**src/sv/clw_pkg.sv**
```systemverilog
// Shared types and constants for the 4-bit character LCD write sequencer.
// No dependencies; imported by every module of the block.
`default_nettype none

package clw_pkg;

	// Interface timing, in ticks (one tick per processed item)
	localparam int unsigned NIBBLE_WAIT_TICKS   = 100;
	localparam int unsigned POWER_ON_WAIT_TICKS = 30000;
	localparam int unsigned WAKE_WAIT_TICKS     = 4100;
	localparam int unsigned CLEAR_WAIT_TICKS    = 1600;
	localparam int unsigned SETTLE_WAIT_TICKS   = 3000;
	localparam int unsigned PLACE_WAIT_TICKS    = 40;

	localparam int unsigned WAIT_W  = 15;
	localparam int unsigned EXTRA_W = 11;
	localparam int unsigned STEP_W  = 6;

	// Action codes
	localparam logic [2:0] ACT_TICK   = 3'd0;
	localparam logic [2:0] ACT_INIT   = 3'd1;
	localparam logic [2:0] ACT_WRITE  = 3'd2;
	localparam logic [2:0] ACT_CLEAR  = 3'd3;
	localparam logic [2:0] ACT_CURSOR = 3'd4;
	localparam logic [2:0] ACT_PLACE  = 3'd5;

	// Controller command bytes
	localparam logic [7:0] CMD_CLEAR      = 8'h01;
	localparam logic [7:0] CMD_DISPLAY_ON = 8'h0C;
	localparam logic [7:0] DDRAM_BASE     = 8'h80;

	typedef struct packed {
		logic [2:0] action;
		logic [7:0] data_byte;
		logic       is_data;
		logic [1:0] cursor_bits;
		logic       row;
		logic [5:0] column;
	} clw_in_t;

	typedef struct packed {
		logic       rs_pin;
		logic       enable_pin;
		logic [3:0] data_nibble;
		logic       backlight_pin;
		logic       busy_res;
		logic       rejected;
	} clw_out_t;

	// Classified item handed from front to back
	typedef struct packed {
		logic               is_cmd;
		logic               is_init;
		logic [7:0]         cmd_byte;
		logic               cmd_rs;
		logic [EXTRA_W-1:0] extra;
	} clw_cmd_t;

endpackage

`default_nettype wire

```
**src/sv/clw_front.sv**
```systemverilog
// Front end: classifies an incoming item into the byte, select and extra delay to send.
// Depends on clw_pkg.
`default_nettype none

module clw_front import clw_pkg::*; (
	input  wire clw_in_t  item,
	output clw_cmd_t      cmd
);

	always_comb begin
		cmd          = '0;
		cmd.is_cmd   = 1'b1;
		unique case (item.action)
			ACT_INIT: begin
				cmd.is_init = 1'b1;
			end
			ACT_WRITE: begin
				cmd.cmd_byte = item.data_byte;
				cmd.cmd_rs   = item.is_data;
			end
			ACT_CLEAR: begin
				cmd.cmd_byte = CMD_CLEAR;
				cmd.extra    = EXTRA_W'(CLEAR_WAIT_TICKS);
			end
			ACT_CURSOR: begin
				cmd.cmd_byte = CMD_DISPLAY_ON | {6'b0, item.cursor_bits};
			end
			ACT_PLACE: begin
				cmd.cmd_byte = DDRAM_BASE | {1'b0, item.row, item.column};
				cmd.extra    = EXTRA_W'(PLACE_WAIT_TICKS);
			end
			default: begin
				// plain tick, including the unused codes
				cmd.is_cmd = 1'b0;
			end
		endcase
	end

endmodule

`default_nettype wire

```
**src/sv/clw_queue.sv**
```systemverilog
// Two-entry queue of classified items between front and back.
// Depends on clw_pkg.
`default_nettype none

module clw_queue import clw_pkg::*; (
	input  wire           clk,
	input  wire           arst_n,
	input  wire           push,
	input  wire clw_cmd_t push_data,
	output logic          can_push,
	input  wire           pop,
	output clw_cmd_t      pop_data,
	output logic          can_pop
);

	clw_cmd_t    entry_q [2];
	logic        wr_ptr_q;
	logic        rd_ptr_q;
	logic [1:0]  count_q;

	assign can_push = (count_q != 2'd2);
	assign can_pop  = (count_q != 2'd0);
	assign pop_data = entry_q[rd_ptr_q];

	always_ff @(posedge clk) begin
		if (push) begin
			entry_q[wr_ptr_q] <= push_data;
		end
	end

	always_ff @(posedge clk or negedge arst_n) begin
		if (!arst_n) begin
			wr_ptr_q <= 1'b0;
			rd_ptr_q <= 1'b0;
			count_q  <= 2'd0;
		end else begin
			if (push) begin
				wr_ptr_q <= ~wr_ptr_q;
			end
			if (pop) begin
				rd_ptr_q <= ~rd_ptr_q;
			end
			if (push && !pop) begin
				count_q <= count_q + 2'd1;
			end else if (pop && !push) begin
				count_q <= count_q - 2'd1;
			end
		end
	end

endmodule

`default_nettype wire

```
**src/sv/clw_back.sv**
```systemverilog
// Back end: nibble sequencer with wait counter, pin registers and output register.
// Depends on clw_pkg.
`default_nettype none

module clw_back import clw_pkg::*; (
	input  wire           clk,
	input  wire           arst_n,
	input  wire clw_cmd_t cmd,
	input  wire           cmd_valid,
	output logic          cmd_pop,
	output logic          out_valid,
	input  wire           out_ready,
	output clw_out_t      out_item
);

	localparam logic [STEP_W-1:0] STEP_IDLE      = STEP_W'(0);
	localparam logic [STEP_W-1:0] STEP_INIT      = STEP_W'(1);
	localparam logic [STEP_W-1:0] STEP_WAKE0     = STEP_W'(2);
	localparam logic [STEP_W-1:0] STEP_CLEAR_LO  = STEP_W'(11);
	localparam logic [STEP_W-1:0] STEP_INIT_LAST = STEP_W'(15);
	localparam logic [STEP_W-1:0] STEP_BYTE_HI   = STEP_W'(16);
	localparam logic [STEP_W-1:0] STEP_BYTE_LO   = STEP_W'(17);
	localparam logic [STEP_W-1:0] STEP_DRAIN     = STEP_W'(63);

	localparam logic [WAIT_W-1:0] NIBBLE_WAIT  = WAIT_W'(NIBBLE_WAIT_TICKS);
	localparam logic [WAIT_W-1:0] POWER_RELOAD = WAIT_W'(POWER_ON_WAIT_TICKS - 1);
	localparam logic [WAIT_W-1:0] WAKE_WAIT    = WAIT_W'(WAKE_WAIT_TICKS);
	localparam logic [WAIT_W-1:0] CLEAR_SETTLE_WAIT =
		WAIT_W'(NIBBLE_WAIT_TICKS + CLEAR_WAIT_TICKS + SETTLE_WAIT_TICKS);

	// Nibbles of init steps: wake-up 3,3,3,2 then bytes 0x28, 0x08, 0x01, 0x06, 0x0C
	function automatic logic [3:0] init_nibble(input logic [STEP_W-1:0] s);
		logic [3:0] nib;
		unique case (s)
			6'd2, 6'd3, 6'd4: nib = 4'h3;
			6'd5, 6'd6:       nib = 4'h2;
			6'd7, 6'd9:       nib = 4'h8;
			6'd11:            nib = 4'h1;
			6'd13:            nib = 4'h6;
			6'd15:            nib = 4'hC;
			default:          nib = 4'h0;
		endcase
		return nib;
	endfunction

	logic [STEP_W-1:0]  step_q,  n_step;
	logic [WAIT_W-1:0]  wait_q,  n_wait;
	logic [7:0]         pbyte_q, n_pbyte;
	logic               prs_q,   n_prs;
	logic [EXTRA_W-1:0] extra_q, n_extra;
	logic               rs_q,    n_rs;
	logic               en_q,    n_en;
	logic [3:0]         nib_q,   n_nib;
	logic               bl_q,    n_bl;
	logic               rej;
	logic               out_valid_q;
	clw_out_t           out_q;
	clw_out_t           n_out;

	// Take a tick whenever the output register is free or being drained
	assign cmd_pop   = cmd_valid && (!out_valid_q || out_ready);
	assign out_valid = out_valid_q;
	assign out_item  = out_q;

	always_comb begin
		n_step  = step_q;
		n_wait  = wait_q;
		n_pbyte = pbyte_q;
		n_prs   = prs_q;
		n_extra = extra_q;
		n_rs    = rs_q;
		n_en    = en_q;
		n_nib   = nib_q;
		n_bl    = bl_q;
		rej     = 1'b0;
		if (step_q != STEP_IDLE) begin
			rej  = cmd.is_cmd;
			n_en = 1'b0;
			if (wait_q != '0) begin
				n_wait = wait_q - WAIT_W'(1);
				if (wait_q == WAIT_W'(1) && step_q == STEP_DRAIN) begin
					n_step = STEP_IDLE;
				end
			end else begin
				case (step_q) inside
					STEP_INIT: begin
						n_bl   = 1'b1;
						n_wait = POWER_RELOAD;
						n_step = STEP_WAKE0;
					end
					[STEP_WAKE0:STEP_INIT_LAST]: begin
						n_rs   = 1'b0;
						n_nib  = init_nibble(step_q);
						n_en   = 1'b1;
						n_wait = NIBBLE_WAIT;
						if (step_q == STEP_WAKE0) begin
							n_wait = WAKE_WAIT;
						end else if (step_q == STEP_CLEAR_LO) begin
							n_wait = CLEAR_SETTLE_WAIT;
						end
						n_step = (step_q == STEP_INIT_LAST) ? STEP_DRAIN
							: step_q + STEP_W'(1);
					end
					STEP_BYTE_HI: begin
						n_rs   = prs_q;
						n_nib  = pbyte_q[7:4];
						n_en   = 1'b1;
						n_wait = NIBBLE_WAIT;
						n_step = STEP_BYTE_LO;
					end
					STEP_BYTE_LO: begin
						n_rs   = prs_q;
						n_nib  = pbyte_q[3:0];
						n_en   = 1'b1;
						n_wait = NIBBLE_WAIT + WAIT_W'(extra_q);
						n_step = STEP_DRAIN;
					end
					default: begin
						n_step = STEP_IDLE;
					end
				endcase
			end
		end else if (cmd.is_cmd) begin
			if (cmd.is_init) begin
				// power-on wait first; select keeps its level until the first nibble
				n_bl   = 1'b1;
				n_en   = 1'b0;
				n_wait = POWER_RELOAD;
				n_step = STEP_WAKE0;
			end else begin
				n_pbyte = cmd.cmd_byte;
				n_prs   = cmd.cmd_rs;
				n_extra = cmd.extra;
				n_rs    = cmd.cmd_rs;
				n_nib   = cmd.cmd_byte[7:4];
				n_en    = 1'b1;
				n_wait  = NIBBLE_WAIT;
				n_step  = STEP_BYTE_LO;
			end
		end
		n_out.rs_pin        = n_rs;
		n_out.enable_pin    = n_en;
		n_out.data_nibble   = n_nib;
		n_out.backlight_pin = n_bl;
		n_out.busy_res      = (n_step != STEP_IDLE);
		n_out.rejected      = rej;
	end

	always_ff @(posedge clk) begin
		if (cmd_pop) begin
			pbyte_q <= n_pbyte;
			prs_q   <= n_prs;
			extra_q <= n_extra;
			out_q   <= n_out;
		end
	end

	always_ff @(posedge clk or negedge arst_n) begin
		if (!arst_n) begin
			step_q      <= STEP_IDLE;
			wait_q      <= '0;
			rs_q        <= 1'b0;
			en_q        <= 1'b0;
			nib_q       <= 4'h0;
			bl_q        <= 1'b0;
			out_valid_q <= 1'b0;
		end else begin
			if (cmd_pop) begin
				step_q      <= n_step;
				wait_q      <= n_wait;
				rs_q        <= n_rs;
				en_q        <= n_en;
				nib_q       <= n_nib;
				bl_q        <= n_bl;
				out_valid_q <= 1'b1;
			end else if (out_ready) begin
				out_valid_q <= 1'b0;
			end
		end
	end

	// Enable strobe lasts exactly one tick
	a_enable_one_tick: assert property (@(posedge clk) disable iff (!arst_n)
		(cmd_pop && en_q) |=> !en_q)
		else $error("enable held high for more than one tick");

	// Idle only once the wait counter has run out
	a_idle_no_wait: assert property (@(posedge clk) disable iff (!arst_n)
		(step_q == STEP_IDLE) |-> (wait_q == '0))
		else $error("sequencer idle with wait pending");

	// Step index never rests on the init entry or an unused step
	a_step_legal: assert property (@(posedge clk) disable iff (!arst_n)
		(step_q != STEP_INIT) && ((step_q <= STEP_BYTE_LO) || (step_q == STEP_DRAIN)))
		else $error("illegal step index");

	// Reported busy matches the registered step after each tick
	a_busy_matches: assert property (@(posedge clk) disable iff (!arst_n)
		cmd_pop |=> (out_q.busy_res == (step_q != STEP_IDLE)))
		else $error("busy flag out of step with sequencer");

endmodule

`default_nettype wire

```
**src/sv/char_lcd_4bit_write_sequencer.sv**
```systemverilog
// Top level of the 4-bit character LCD write sequencer.
// Depends on clw_pkg, clw_front, clw_queue and clw_back.
`default_nettype none

// Every input beat is one interface tick (one microsecond of LCD time) and
// yields exactly one output beat carrying the pin levels after that tick:
// register select, enable, D7..D4 (bit 0 is D4), backlight, a busy flag, and
// a rejected flag for a command that arrived while a sequence was running.
// Actions: tick, init (power-on wait, wake-up nibbles, function set, display
// off, clear, entry mode, display on), write byte, clear, cursor mode and
// place cursor. Bytes go out high nibble first; each nibble gets a one-tick
// enable strobe and the nibble wait; the low one adds any command delay.
// Throughput is one beat per clock while the output is not stalled: the
// front classifies each beat and pushes it into a two-entry queue, and the
// back runs the sequencer's counter and step update for one tick per clock
// into an output register. A beat's result passes through the queue entry
// and then the output register; a stalled output backs up through the queue
// to in_ready.
// No clearing pass follows reset.
module char_lcd_4bit_write_sequencer import clw_pkg::*; (
	input  wire           clk,
	input  wire           arst_n,
	input  wire           in_valid,
	output logic          in_ready,
	input  wire clw_in_t  in_item,
	output logic          out_valid,
	input  wire           out_ready,
	output clw_out_t      out_item
);

	clw_cmd_t front_cmd;
	clw_cmd_t back_cmd;
	logic     q_can_push;
	logic     q_can_pop;
	logic     q_pop;
	logic     q_push;

	// Accept whenever the queue has room
	assign in_ready = q_can_push;
	assign q_push   = in_valid && q_can_push;

	clw_front u_front (
		.item (in_item),
		.cmd  (front_cmd)
	);

	clw_queue u_queue (
		.clk       (clk),
		.arst_n    (arst_n),
		.push      (q_push),
		.push_data (front_cmd),
		.can_push  (q_can_push),
		.pop       (q_pop),
		.pop_data  (back_cmd),
		.can_pop   (q_can_pop)
	);

	clw_back u_back (
		.clk       (clk),
		.arst_n    (arst_n),
		.cmd       (back_cmd),
		.cmd_valid (q_can_pop),
		.cmd_pop   (q_pop),
		.out_valid (out_valid),
		.out_ready (out_ready),
		.out_item  (out_item)
	);

endmodule

`default_nettype wire
```
**config.mk**
```make
export PLATFORM = sky130hd
export DESIGN_NAME = char_lcd_4bit_write_sequencer
export DESIGN_NICKNAME = d
export VERILOG_FILES = /design/src/sv/clw_pkg.sv /design/src/sv/clw_front.sv /design/src/sv/clw_queue.sv /design/src/sv/clw_back.sv /design/src/sv/char_lcd_4bit_write_sequencer.sv
export SDC_FILE = /design/constraint.sdc
export NUM_CORES = 1
export LEC_CHECK = 0
export BUFFER_PORTS_ARGS = -buffer_cell sky130_fd_sc_hd__clkbuf_2
export CORE_ASPECT_RATIO = 0.9
export CORE_UTILIZATION = 65
export CTS_BUF_LIST = sky130_fd_sc_hd__clkbuf_16
export CTS_CLUSTER_SIZE = 12
export DETAILED_ROUTE_END_ITERATION = 7
export HOLD_SLACK_MARGIN = 0.08
export PLACE_DENSITY = 0.87
export SLEW_MARGIN = 20
export SYNTH_ARGS = -nofsm -noshare
export SYNTH_HDL_FRONTEND = slang
export SYNTH_SLANG_ARGS = --single-unit
export TNS_END_PERCENT = 50
```
**constraint.sdc**
```tcl
create_clock -name clk -period 7.82 [get_ports clk]
set_input_delay 0.782 -clock clk [delete_from_list [all_inputs] [get_ports clk]]
set_output_delay 0.782 -clock clk [all_outputs]
set_load 0.01 [all_outputs]
```
# After elaboration in Yosys (flattened, before gate mapping)
# Memories as Yosys holds them, arrays and structs flattened.
# Cells that the tools add are included.
[totals]
romBits = 64
input_bits = 25
latch_bits = 0
out_inout_bits = 11
memories = 2
word_cells = 129
ramBits = 44
regBits = 62
[mem_list]
columns = ["memory", "words", "word_bits", "rd", "rd_ports_with_merged_regs", "wr", "line_no", "source"]
rows = [
  ["(no name shown)", 16, 4, 1, 0, 0, "clw_back.sv:34", "unique case (s)"],
  ["u_queue.entry_q", 2, 22, 1, 0, 1, "clw_queue.sv:16", "clw_cmd_t entry_q [2];"],
]
[op_classes]
mul = 0
eq_ne = 15
n_div = 0
n_reduce_logical = 21
shifts = 0
bitwise = 4
order_cmp = 2
n_addsub = 5
muxes = 61
[ops]
columns = ["cell", "n"]
rows = [
  ["15-bit 2-to-1 mux", 9],
  ["6-bit 2-to-1 mux", 9],
  ["4-bit 2-to-1 mux", 9],
  ["8-bit one-hot mux with 4 select lines", 1],
  ["1-bit 2-to-1 mux", 28],
  ["11-bit one-hot mux with 2 select lines", 1],
  ["15-bit by 1-bit == test with 1-bit output, second input constant", 1],
  ["15-bit nonzero test", 1],
  ["15-bit by 1-bit subtractor with 15-bit output, second input constant", 1],
  ["13-bit 2-to-1 mux", 1],
  ["7-bit by 11-bit adder with 12-bit output, first input constant", 1],
  ["6-bit by 4-bit == test with 1-bit output, second input constant", 2],
  ["6-bit by 5-bit == test with 1-bit output, second input constant", 2],
  ["6-bit nonzero test", 2],
  ["2-bit nonzero test", 4],
  ["6-bit by 1-bit adder with 6-bit output, second input constant", 1],
  ["3-bit by 2-bit == test with 1-bit output, second input constant", 2],
  ["3-bit == test, second input constant", 2],
  ["6-bit by 1-bit == test with 1-bit output, second input constant", 1],
  ["6-bit by 2-bit == test with 1-bit output, second input constant", 1],
  ["6-bit == test, second input constant", 1],
  ["6-bit by 2-bit greater-or-equal comparator with 1-bit output, second input constant", 1],
  ["6-bit by 4-bit less-or-equal comparator with 1-bit output, second input constant", 1],
  ["1-bit logical AND", 6],
  ["14 further kinds", 20],
]

# Logic depth before layout (Yosys ltp)
# Gate-level depths: netlist (run 1).
[depth]
word_depth = 8
mapped_depth = 10
ltp_nobuf = 8

# Modules after synthesis
# From an unflattened synthesis (run 1), not the netlist that was laid out.
[hier_totals]
cells_unflattened = 465
area_unflattened_um2 = 5585.4
[by_module_without_submodules]
columns = ["module", "area_per_inst_um2", "seq_area_each_um2", "cells_per_inst", "n_inst"]
rows = [
  ["clw_back", 3507.1, 1596.5, 343, 1],
  ["clw_queue", 1780.5, 1421.4, 84, 1],
  ["clw_front", 291.5, 0.0, 37, 1],
  ["char_lcd_4bit_write_sequencer", 6.3, 0.0, 1, 1],
]

# Worst setup path before layout (run 1)
# No wires, ideal clock.
[synth_path]
path_kind = "flip-flop to flip-flop"
startpoint = "reg u_back.step_q[1]"
endpoint = "reg u_back.out_q, in the netlist u_back.out_item[4], data pin"
path_buffers = 1
setup_slack_ns = 5.364
arrival_ns = 2.310
path_stages_with_launch = 10
setup_time_ns = 0.146
required_ns = 7.674
synth_period_minus_slack_ns = 2.456
path_cell_list = "dfrtp_1 -> inv_1 -> ha_1 -> clkbuf_1 -> or4b_2 -> nor3b_4 -> a221oi_1 -> nor3_1 -> a21oi_1 -> a21oi_1"
[synth_via]
elab_chain_len = 7
word_cells_on_any_way = 15
cone_classes = "order compare (2); eq/ne (3); mux (7); reduce/logical (2); memory (1)"
[synth_rtl]
columns = ["element", "line_no", "source"]
rows = [
  ["start: declaration", "clw_back.sv:46", "logic [STEP_W-1:0] step_q, n_step;"],
  ["start signal: assignment", "clw_back.sv:169", "step_q <= n_step;"],
  ["parallel branches: the longest is 6 deep, another holds memory read 16 x 4 bit", "n/a", ""],
  ["4-bit 2-to-1 mux (*)", "clw_back.sv:76", "if (step_q != STEP_IDLE) begin"],
  ["via u_back.n_nib[1]", "clw_back.sv:53", "logic [3:0] nib_q, n_nib;"],
  ["end signal: assignment", "clw_back.sv:154", "out_q <= n_out;"],
  ["end: declaration", "clw_back.sv:57", "clw_out_t out_q;"],
]
# Mark *: on every way through the listed nets, which the timed path passes.
# A chain may end at the register's enable or synchronous reset.

# Worst setup path in the final report (run 1)
[layout_path]
startpoint = "reg u_back.step_q[2]"
endpoint = "reg u_back.pbyte_q[7], enable pin"
[layout_via]
elab_chain_len = 3
[layout_rtl]
columns = ["element", "line_no", "source"]
rows = [
  ["6-bit nonzero test", "clw_back.sv:76", ""],
  ["1-bit NOT (no line)", "n/a", ""],
  ["4-bit AND reduction (no line)", "n/a", ""],
  ["end signal: assignment", "clw_back.sv:151", "pbyte_q <= n_pbyte;"],
  ["end: declaration", "clw_back.sv:48", "logic [7:0] pbyte_q, n_pbyte;"],
]
# Every way passes these cells.

==> results of run 1 <==
cells by family after synthesis:
family,count (synthesis)
multiplexers,26
XOR/XNOR,6
adder cells (fa/ha/maj),11
AO/OA/AOI/OAI,125
buffers and inverters,35
flip-flops,79
AND/OR/NAND/NOR,130
final cells by class:
type	instances	area, sq um
sequential	79	2207
multi-input combinational	298	2023
fill	412	1685
clock buffer	9	225.2
timing repair buffer	36	182.7
tap	90	112.6
clock inverter	7	70.07
inverter	12	45.04
cell usage after synthesis (all sizes together) (10+ instances only):
library cell and number:
buf 10, nand3 11, a21oi 29, mux2i 11, o21ai 35, a22o 12
clkbuf 13, nand2 34, dfrtp 33, ha 11, nor2 31, nor3 11
inv 12, mux2 15, edfxtp 46
power by group:
group	total [uW]	switching, uW	internal, uW	leakage (uW)
registers	714	126	588	0.000825
clock network	415	190	225	0.000142
logic	733	454	279	0.000916
critical path, cell delays in order, from the launching register on:
cell and delay, ns:
dfrtp_1 0.61, nor4_2 0.58, and2_1 0.60, nand2_1 0.34, nor2_1 0.81
registers in the layout, indices dropped and copies added, names as in the netlist:
name	cells
u_back.step_q	6
u_back.extra_q	2
u_queue.count_q	2
u_back.wait_q	15
u_back.en_q	1
u_back.out_valid	1
u_back.bl_q	1
u_queue.entry_q	26
u_back.nib_q	4
u_back.prs_q	1
u_back.out_item	9
u_queue.rd_ptr_q	1
u_back.rs_q	1
u_queue.wr_ptr_q	1
u_back.pbyte_q	8
stage by stage:
step,cells,power (uW)
global placement,515,1384
detailed placement,515,1414
floorplan,412,1237
finish,531,1863
global route,531,1951
CTS,531,1839
metal layers:
| layer | track usage, % | share of wire, % |
|---|---|---|
| met1 | 45.40 | 41 |
| met2 | 49.00 | 46 |
| met3 | 8.170 | 9.8 |
| met4 | 11.45 | 2.8 |
| met5 | 0 | 0 |
worst min-delay path by stage:
stage / start / endpoint / slack (ns) / depth (start not counted)
2_1_floorplan: u_queue.wr_ptr_q$_DFFE_PN0P_ / u_queue.wr_ptr_q$_DFFE_PN0P_ / 0.46 / 1
3_3_place_gp: u_queue.wr_ptr_q$_DFFE_PN0P_ / u_queue.wr_ptr_q$_DFFE_PN0P_ / 0.48 / 1
3_5_place_dp: u_back.bl_q$_DFFE_PN0P_ / u_back.bl_q$_DFFE_PN0P_ / 0.48 / 1
4_1_cts: u_queue.wr_ptr_q$_DFFE_PN0P_ / u_queue.wr_ptr_q$_DFFE_PN0P_ / 0.50 / 1
5_1_grt: u_back.bl_q$_DFFE_PN0P_ / u_back.bl_q$_DFFE_PN0P_ / 0.54 / 1
6_report: u_back.bl_q$_DFFE_PN0P_ / u_back.bl_q$_DFFE_PN0P_ / 0.50 / 1
==> impl_metrics.env, run 1 <==
export IMPL_cts_max_level=3
export IMPL_hold_ws_ns=0.4997
export IMPL_ir_drop_uv=193.6
export IMPL_cts_root_buf="clkbuf_16"
export IMPL_clock_latency_ns=0.34
export IMPL_worstHoldPathType="reg2reg"
export IMPL_synth_xor_area_share_pct=1.197
export IMPL_drive_above_1_share_pct=18.82
export IMPL_synth_top_family_by_area="compound AO/OA/AOI/OAI gates"
export IMPL_nNetsFinal=472
export IMPL_dpl_instance_area_sq_um=4568
export IMPL_die_h_um=79.96
export IMPL_post_cts_setup_buffers=0
export IMPL_die_x_um=88.62
export IMPL_cts_hold_buf=0
export IMPL_route_detailed_drc=0
export IMPL_layout_common_cells="edfxtp_1 (46), o21ai_0 (35), clkbuf_2 (35)"
export IMPL_period_minus_slack_ns=3.318
export IMPL_wire_per_inst_um=19.87
export IMPL_grtUsageTotal_pct=32.41
export IMPL_crit_path_end_kind="register"
export IMPL_cts_buffer_depth=2
export IMPL_synthFlopType="edfxtp_1"
export IMPL_syn_nets=448
export IMPL_syn_area_sq_um=4389
export IMPL_drv_slew=0
export IMPL_finalCritPeriodShare_pct=42.43
export IMPL_dp_hpwl_um=6983
export IMPL_grt_first_pass_wirelength_um=16970
export IMPL_rsz0062_at_grt="no"
export IMPL_core_area_sq_um=6551
export IMPL_portBuffers=35
export IMPL_synth_simple_area_share_pct=16.05
export IMPL_setup_tns_ns=0
export IMPL_ys_ff_latch=79
export IMPL_drt_pass1_iter_count=6
export IMPL_synthMuxAreaShare_pct=6.357
export IMPL_synth_distinct_cells=60
export IMPL_critPathRequiredTime_ns=7.78
export IMPL_worstSetupEndpoint="u_back.pbyte_q[7]$_DFFE_PP_"
export IMPL_r2r_setup_slack_ns=4.50
export IMPL_dr_first_iter_drc_count=417
export IMPL_gp_congestion=0.8839
export IMPL_initial_core_util_pct=67.00
export IMPL_grt_pass1_vias=3300
export IMPL_cap_violations=0
export IMPL_cts_sinks=79
export IMPL_vias=3627
export IMPL_cts_buffers=9
export IMPL_status="finished clean"
export IMPL_syn_to_final_growth_pct=10.86
export IMPL_cp_startpoint="u_back.step_q[2]$_DFFE_PN0P_"
export IMPL_async_flop_share_pct=41.77
export IMPL_cp_arrival_ns=3.27
export IMPL_cellLeakagePower_uw=0.001883
export IMPL_antenna_cells=0
export IMPL_grt_ovfl_total=0
export IMPL_grt_antenna_before_repair=0
export IMPL_die_area_sq_um=7086
export IMPL_fin_util_pct=74.27
export IMPL_cts_repair_resized=0
export IMPL_wirelength_um=10550
export IMPL_tritoncts="done"
export IMPL_yosys_area_top_type_share_pct=31.47
export IMPL_synthCells=412
export IMPL_path_clk_slew_ns=0.07
export IMPL_reg2reg_to="u_back.pbyte_q[7]$_DFFE_PP_"
export IMPL_hold_viol=0
export IMPL_setup_viol=0
export IMPL_boundaryPins=36
export IMPL_final_common_cell="edfxtp_1"
export IMPL_pre_cts_ws_ns=4.401
export IMPL_grt_max_degree=34
export IMPL_ys_warnings_count=0
export IMPL_drtAntennaViolNets=0
export IMPL_row_count=28
export IMPL_synth_area_leaders="edfxtp_1 (31%), dfrtp_1 (19%), o21ai_0 (4.0%), mux2_2 (3.8%), a21oi_1 (3.2%)"
export IMPL_synthAdderAreaFrac_pct=3.136
export IMPL_synth_edf_count=46
export IMPL_final_area_sq_um=4866
export IMPL_powerDensity_nw_per_um2=382.8
export IMPL_fmax_mhz=301.4
export IMPL_reg2reg_depth=4
export IMPL_synth_area_leader_cell="edfxtp_1"
export IMPL_synth_compound_area_share_pct=19.30
export IMPL_skew_ns=0.01198
export IMPL_fin_ws_ns=4.502
export IMPL_start_kind="register"
export IMPL_ys_seq_area_share_pct=50.29
export IMPL_r2r_start="u_back.step_q[2]$_DFFE_PN0P_"
export IMPL_avgSynthCellArea_sq_um=10.65
export IMPL_worst_pin_slew_ns=0.9488
export IMPL_post_drt_via_cell_ratio=6.831
export IMPL_path_max_fanout=17
export IMPL_relSlewSlack_pct=36.51
export IMPL_worstSetupPathType="reg2reg"
(Power assumes the default switching activity.)
==> inputs of run 2 (changes only) <==
--- a/config.mk
+++ b/config.mk
@@ -5,14 +5,15 @@
 export SDC_FILE = /design/constraint.sdc
 export NUM_CORES = 1
 export LEC_CHECK = 0
+export ABC_AREA = 1
 export BUFFER_PORTS_ARGS = -buffer_cell sky130_fd_sc_hd__clkbuf_2
 export CORE_ASPECT_RATIO = 0.9
-export CORE_UTILIZATION = 65
+export CORE_UTILIZATION = 55
 export CTS_BUF_LIST = sky130_fd_sc_hd__clkbuf_16
 export CTS_CLUSTER_SIZE = 12
 export DETAILED_ROUTE_END_ITERATION = 7
 export HOLD_SLACK_MARGIN = 0.08
-export PLACE_DENSITY = 0.87
+export PLACE_DENSITY = 0.78
 export SLEW_MARGIN = 20
 export SYNTH_ARGS = -nofsm -noshare
 export SYNTH_HDL_FRONTEND = slang
==> constraint.sdc (replaced) <==
create_clock -name clk -period 2.8 [get_ports clk]
set_input_delay 0.28 -clock clk [delete_from_list [all_inputs] [get_ports clk]]
set_output_delay 0.28 -clock clk [all_outputs]
set_load 0.01 [all_outputs]
==> run 2 against run 1 <==
Clock power increased to 2.7 times the previous value. Core utilization decreased by 10 points. Hold slack got worse by 0.44 ns. First-iteration DRC count decreased by 47%. Clock-buffer cell count increased by 1. Total power increased to 2.7 times the previous value. Die area increased by 26%.
==> impl_metrics.env, run 2 <==
export IMPL_status="finished clean"
export IMPL_synth_area_leaders="edfxtp_1 (29%), dfrtp_1 (18%), nand2_1 (15%), nand3_1 (5.3%), inv_1 (4.3%)"
export IMPL_synth_most_common_cell="nand2_1"
export IMPL_post_drt_via_cell_ratio=5.314
export IMPL_synth_area_leader_cell="edfxtp_1"
export IMPL_top_layer="met4"
export IMPL_worstSetupPathType="reg2reg"
export IMPL_internal_power_uw=2945
export IMPL_largest_register_ffs=26
export IMPL_ys_seq_area_share_pct=46.85
export IMPL_gp_congestion=0.8767
export IMPL_fin_ws_ns=0.3595
export IMPL_syn_area_sq_um=4711
export IMPL_switchingPower_uw=2089
export IMPL_power_uw=5034
export IMPL_synth_cells_most_frequent="nand2_1 (194), inv_1 (54), nor2_1 (51)"
export IMPL_r2r_start="u_back.step_q[0]$_DFFE_PN0P_"
export IMPL_setup_tns_ns=0
export IMPL_nNetsFinal=655
export IMPL_boundaryPins=36
export IMPL_relSlewSlack_pct=40.82
export IMPL_dr_wl_met2_um=5154
export IMPL_grt_max_degree=34
export IMPL_hold_viol=0
export IMPL_ys_ff_latch=79
export IMPL_finalCritPeriodShare_pct=87.16
export IMPL_comb_power_share_pct=39.7
export IMPL_power_frac_seq_pct=37.7
export IMPL_dp_hpwl_um=7524
export IMPL_die_area_sq_um=8940
export IMPL_start_kind="register"
export IMPL_avgSynthCellArea_sq_um=8.108
export IMPL_vias=3927
export IMPL_clock_latency_ns=0.34
export IMPL_route_detailed_drc=0
export IMPL_synthCells=581
export IMPL_cts_buffers=9
export IMPL_drive_above_1_share_pct=18.43
export IMPL_synth_edf_count=46
export IMPL_syn_to_final_growth_pct=11.39
export IMPL_post_cts_setup_buffers=0
export IMPL_cap_violations=0
export IMPL_setup_viol=0
export IMPL_portBuffers=35
export IMPL_ir_drop_uv=563.7
export IMPL_cts_root_buf="clkbuf_16"
export IMPL_grtUsageTotal_pct=25.67
export IMPL_yosys_area_top_type_share_pct=29.32
export IMPL_critPathRequiredTime_ns=2.88
export IMPL_cts_repair_resized=0
export IMPL_synth_distinct_cells=39
export IMPL_grt_first_pass_wirelength_um=17960
export IMPL_path_clk_slew_ns=0.06
export IMPL_wirelength_um=10480
export IMPL_final_common_cell="nand2_1"
export IMPL_skew_ns=0.004735
export IMPL_pre_cts_ws_ns=0.4854
export IMPL_drv_slew=0
export IMPL_powerDensity_nw_per_um2=959.4
export IMPL_largest_register="u_queue.entry_q"
export IMPL_fmax_mhz=409.8
export IMPL_r2r_setup_slack_ns=0.36
export IMPL_row_count=31
export IMPL_drtAntennaViolNets=0
export IMPL_synthFlopType="edfxtp_1"
export IMPL_cts_sinks=79
export IMPL_wl_met1_um=4521
export IMPL_dr_first_iter_drc_count=221
export IMPL_cellLeakagePower_uw=0.002543
export IMPL_layout_common_cells="nand2_1 (194), inv_1 (55), nor2_1 (51)"
export IMPL_rsz0062_at_grt="no"
export IMPL_route_met3_wl_um=603
export IMPL_wire_per_inst_um=14.18
export IMPL_crit_path_end_kind="register"
export IMPL_syn_nets=617
export IMPL_tritoncts="done"
export IMPL_core_area_sq_um=8184
export IMPL_antenna_cells=0
export IMPL_grt_ovfl_total=0
export IMPL_reg2reg_to="u_back.out_item[1]$_DFFE_PP_"
export IMPL_path_max_fanout=12
export IMPL_die_x_um=99.56
export IMPL_worstHoldPathType="in2async"
export IMPL_worst_pin_slew_ns=0.8877
export IMPL_cp_arrival_ns=2.52
export IMPL_cts_hold_buf=0
export IMPL_cts_max_level=3
export IMPL_p_clk_share_pct=22.6
export IMPL_power_share_switching_pct=41.50
export IMPL_cts_buffer_depth=2
export IMPL_initial_core_util_pct=57.56
export IMPL_reg2reg_depth=13
export IMPL_period_minus_slack_ns=2.440
export IMPL_grt_pass1_vias=3693
export IMPL_ys_warnings_count=0
export IMPL_async_flop_share_pct=41.77
export IMPL_die_h_um=89.80
export IMPL_drt_pass1_iter_count=5
export IMPL_grt_antenna_before_repair=0
## run 2: worst max path at each step
| stage | from | endpoint | slack, ns | cells after the start |
|---|---|---|---|---|
| detailed placement | u_back.step_q[0]$_DFFE_PN0P_ | u_back.out_item[1]$_DFFE_PP_ | 0.49 | 13 |
| global placement | u_back.step_q[0]$_DFFE_PN0P_ | u_back.out_item[1]$_DFFE_PP_ | 0.59 | 13 |
| global route | u_back.step_q[0]$_DFFE_PN0P_ | u_back.out_item[1]$_DFFE_PP_ | 0.13 | 13 |
| CTS | u_back.step_q[0]$_DFFE_PN0P_ | u_back.out_item[1]$_DFFE_PP_ | 0.42 | 13 |
| finish | u_back.step_q[0]$_DFFE_PN0P_ | u_back.out_item[1]$_DFFE_PP_ | 0.36 | 13 |
| floorplan | u_back.step_q[0]$_DFFE_PN0P_ | u_back.extra_q[5]$_DFFE_PP_ | 0.75 | 7 |
## run 2: metal layers
metal | global-route usage, % | up-vias
met5 | 0 | -
met1 | 34.07 | 1811
met4 | 8.578 | 0
li1 | - | 1960
met2 | 41.96 | 135
met3 | 5.288 | 21
## run 2: power by group through the flow
stage / clock (uW) / sequential [uW] / combinational (uW)
2_1_floorplan: 0 / 1860 / 1550
3_3_place_gp: 0 / 1910 / 1930
3_5_place_dp: 0 / 1910 / 1960
4_1_cts: 1140 / 1900 / 1990
5_1_grt: 1190 / 1940 / 2260
6_report: 1140 / 1900 / 2000
## run 2: cells by family (layout without fill, tap and decap cells)
group | count (synthesis) | in the layout | share of synthesized area [%]
DFF | 79 | 79 | 46.85
and+or+nand+nor | 345 | 345 | 32.93
AOI/OAI and AO/OA | 57 | 57 | 7.782
buffers and inverters | 81 | 124 | 8.021
xor gates and xnor gates | 8 | 8 | 1.487
adders and majority gates | 11 | 11 | 2.922
## run 2: through the flow
step                      std cells  utilization (%)  hold WS (ns)  instance area, sq um
after global placement          723            60.53        0.4296                  4954
after global routing            739            64.12        0.1333                  5248
after CTS                       739            64.12       0.08015                  5248
after floorplan                 581                -      -0.01559                  4711
final                           739            64.12       0.05616                  5248
after detailed placement        723            60.53        0.4418                  4954
## run 2: layout make-up
type,count,area (sq um)
well taps,115,143.9
clock buffers,10,250.2
fillers,676,2937
multi-input cells,421,2126
inverters,66,249.0
repair buffers,42,227.7
clock inverters,6,43.79
flip-flops and latches,79,2207
## run 2: worst max-delay path: stages, from the launching register on
cell and delay [ns]:
dfrtp_1 0.45, inv_1 0.16, ha_1 0.22, nor2_1 0.06, nand2_2 0.11, nand2_2 0.21
nor2_1 0.34, nand2_1 0.10, nand2_1 0.09, nand2_1 0.05, nand2_1 0.09, nand2_1 0.07
nor2_1 0.16, nand3_1 0.08
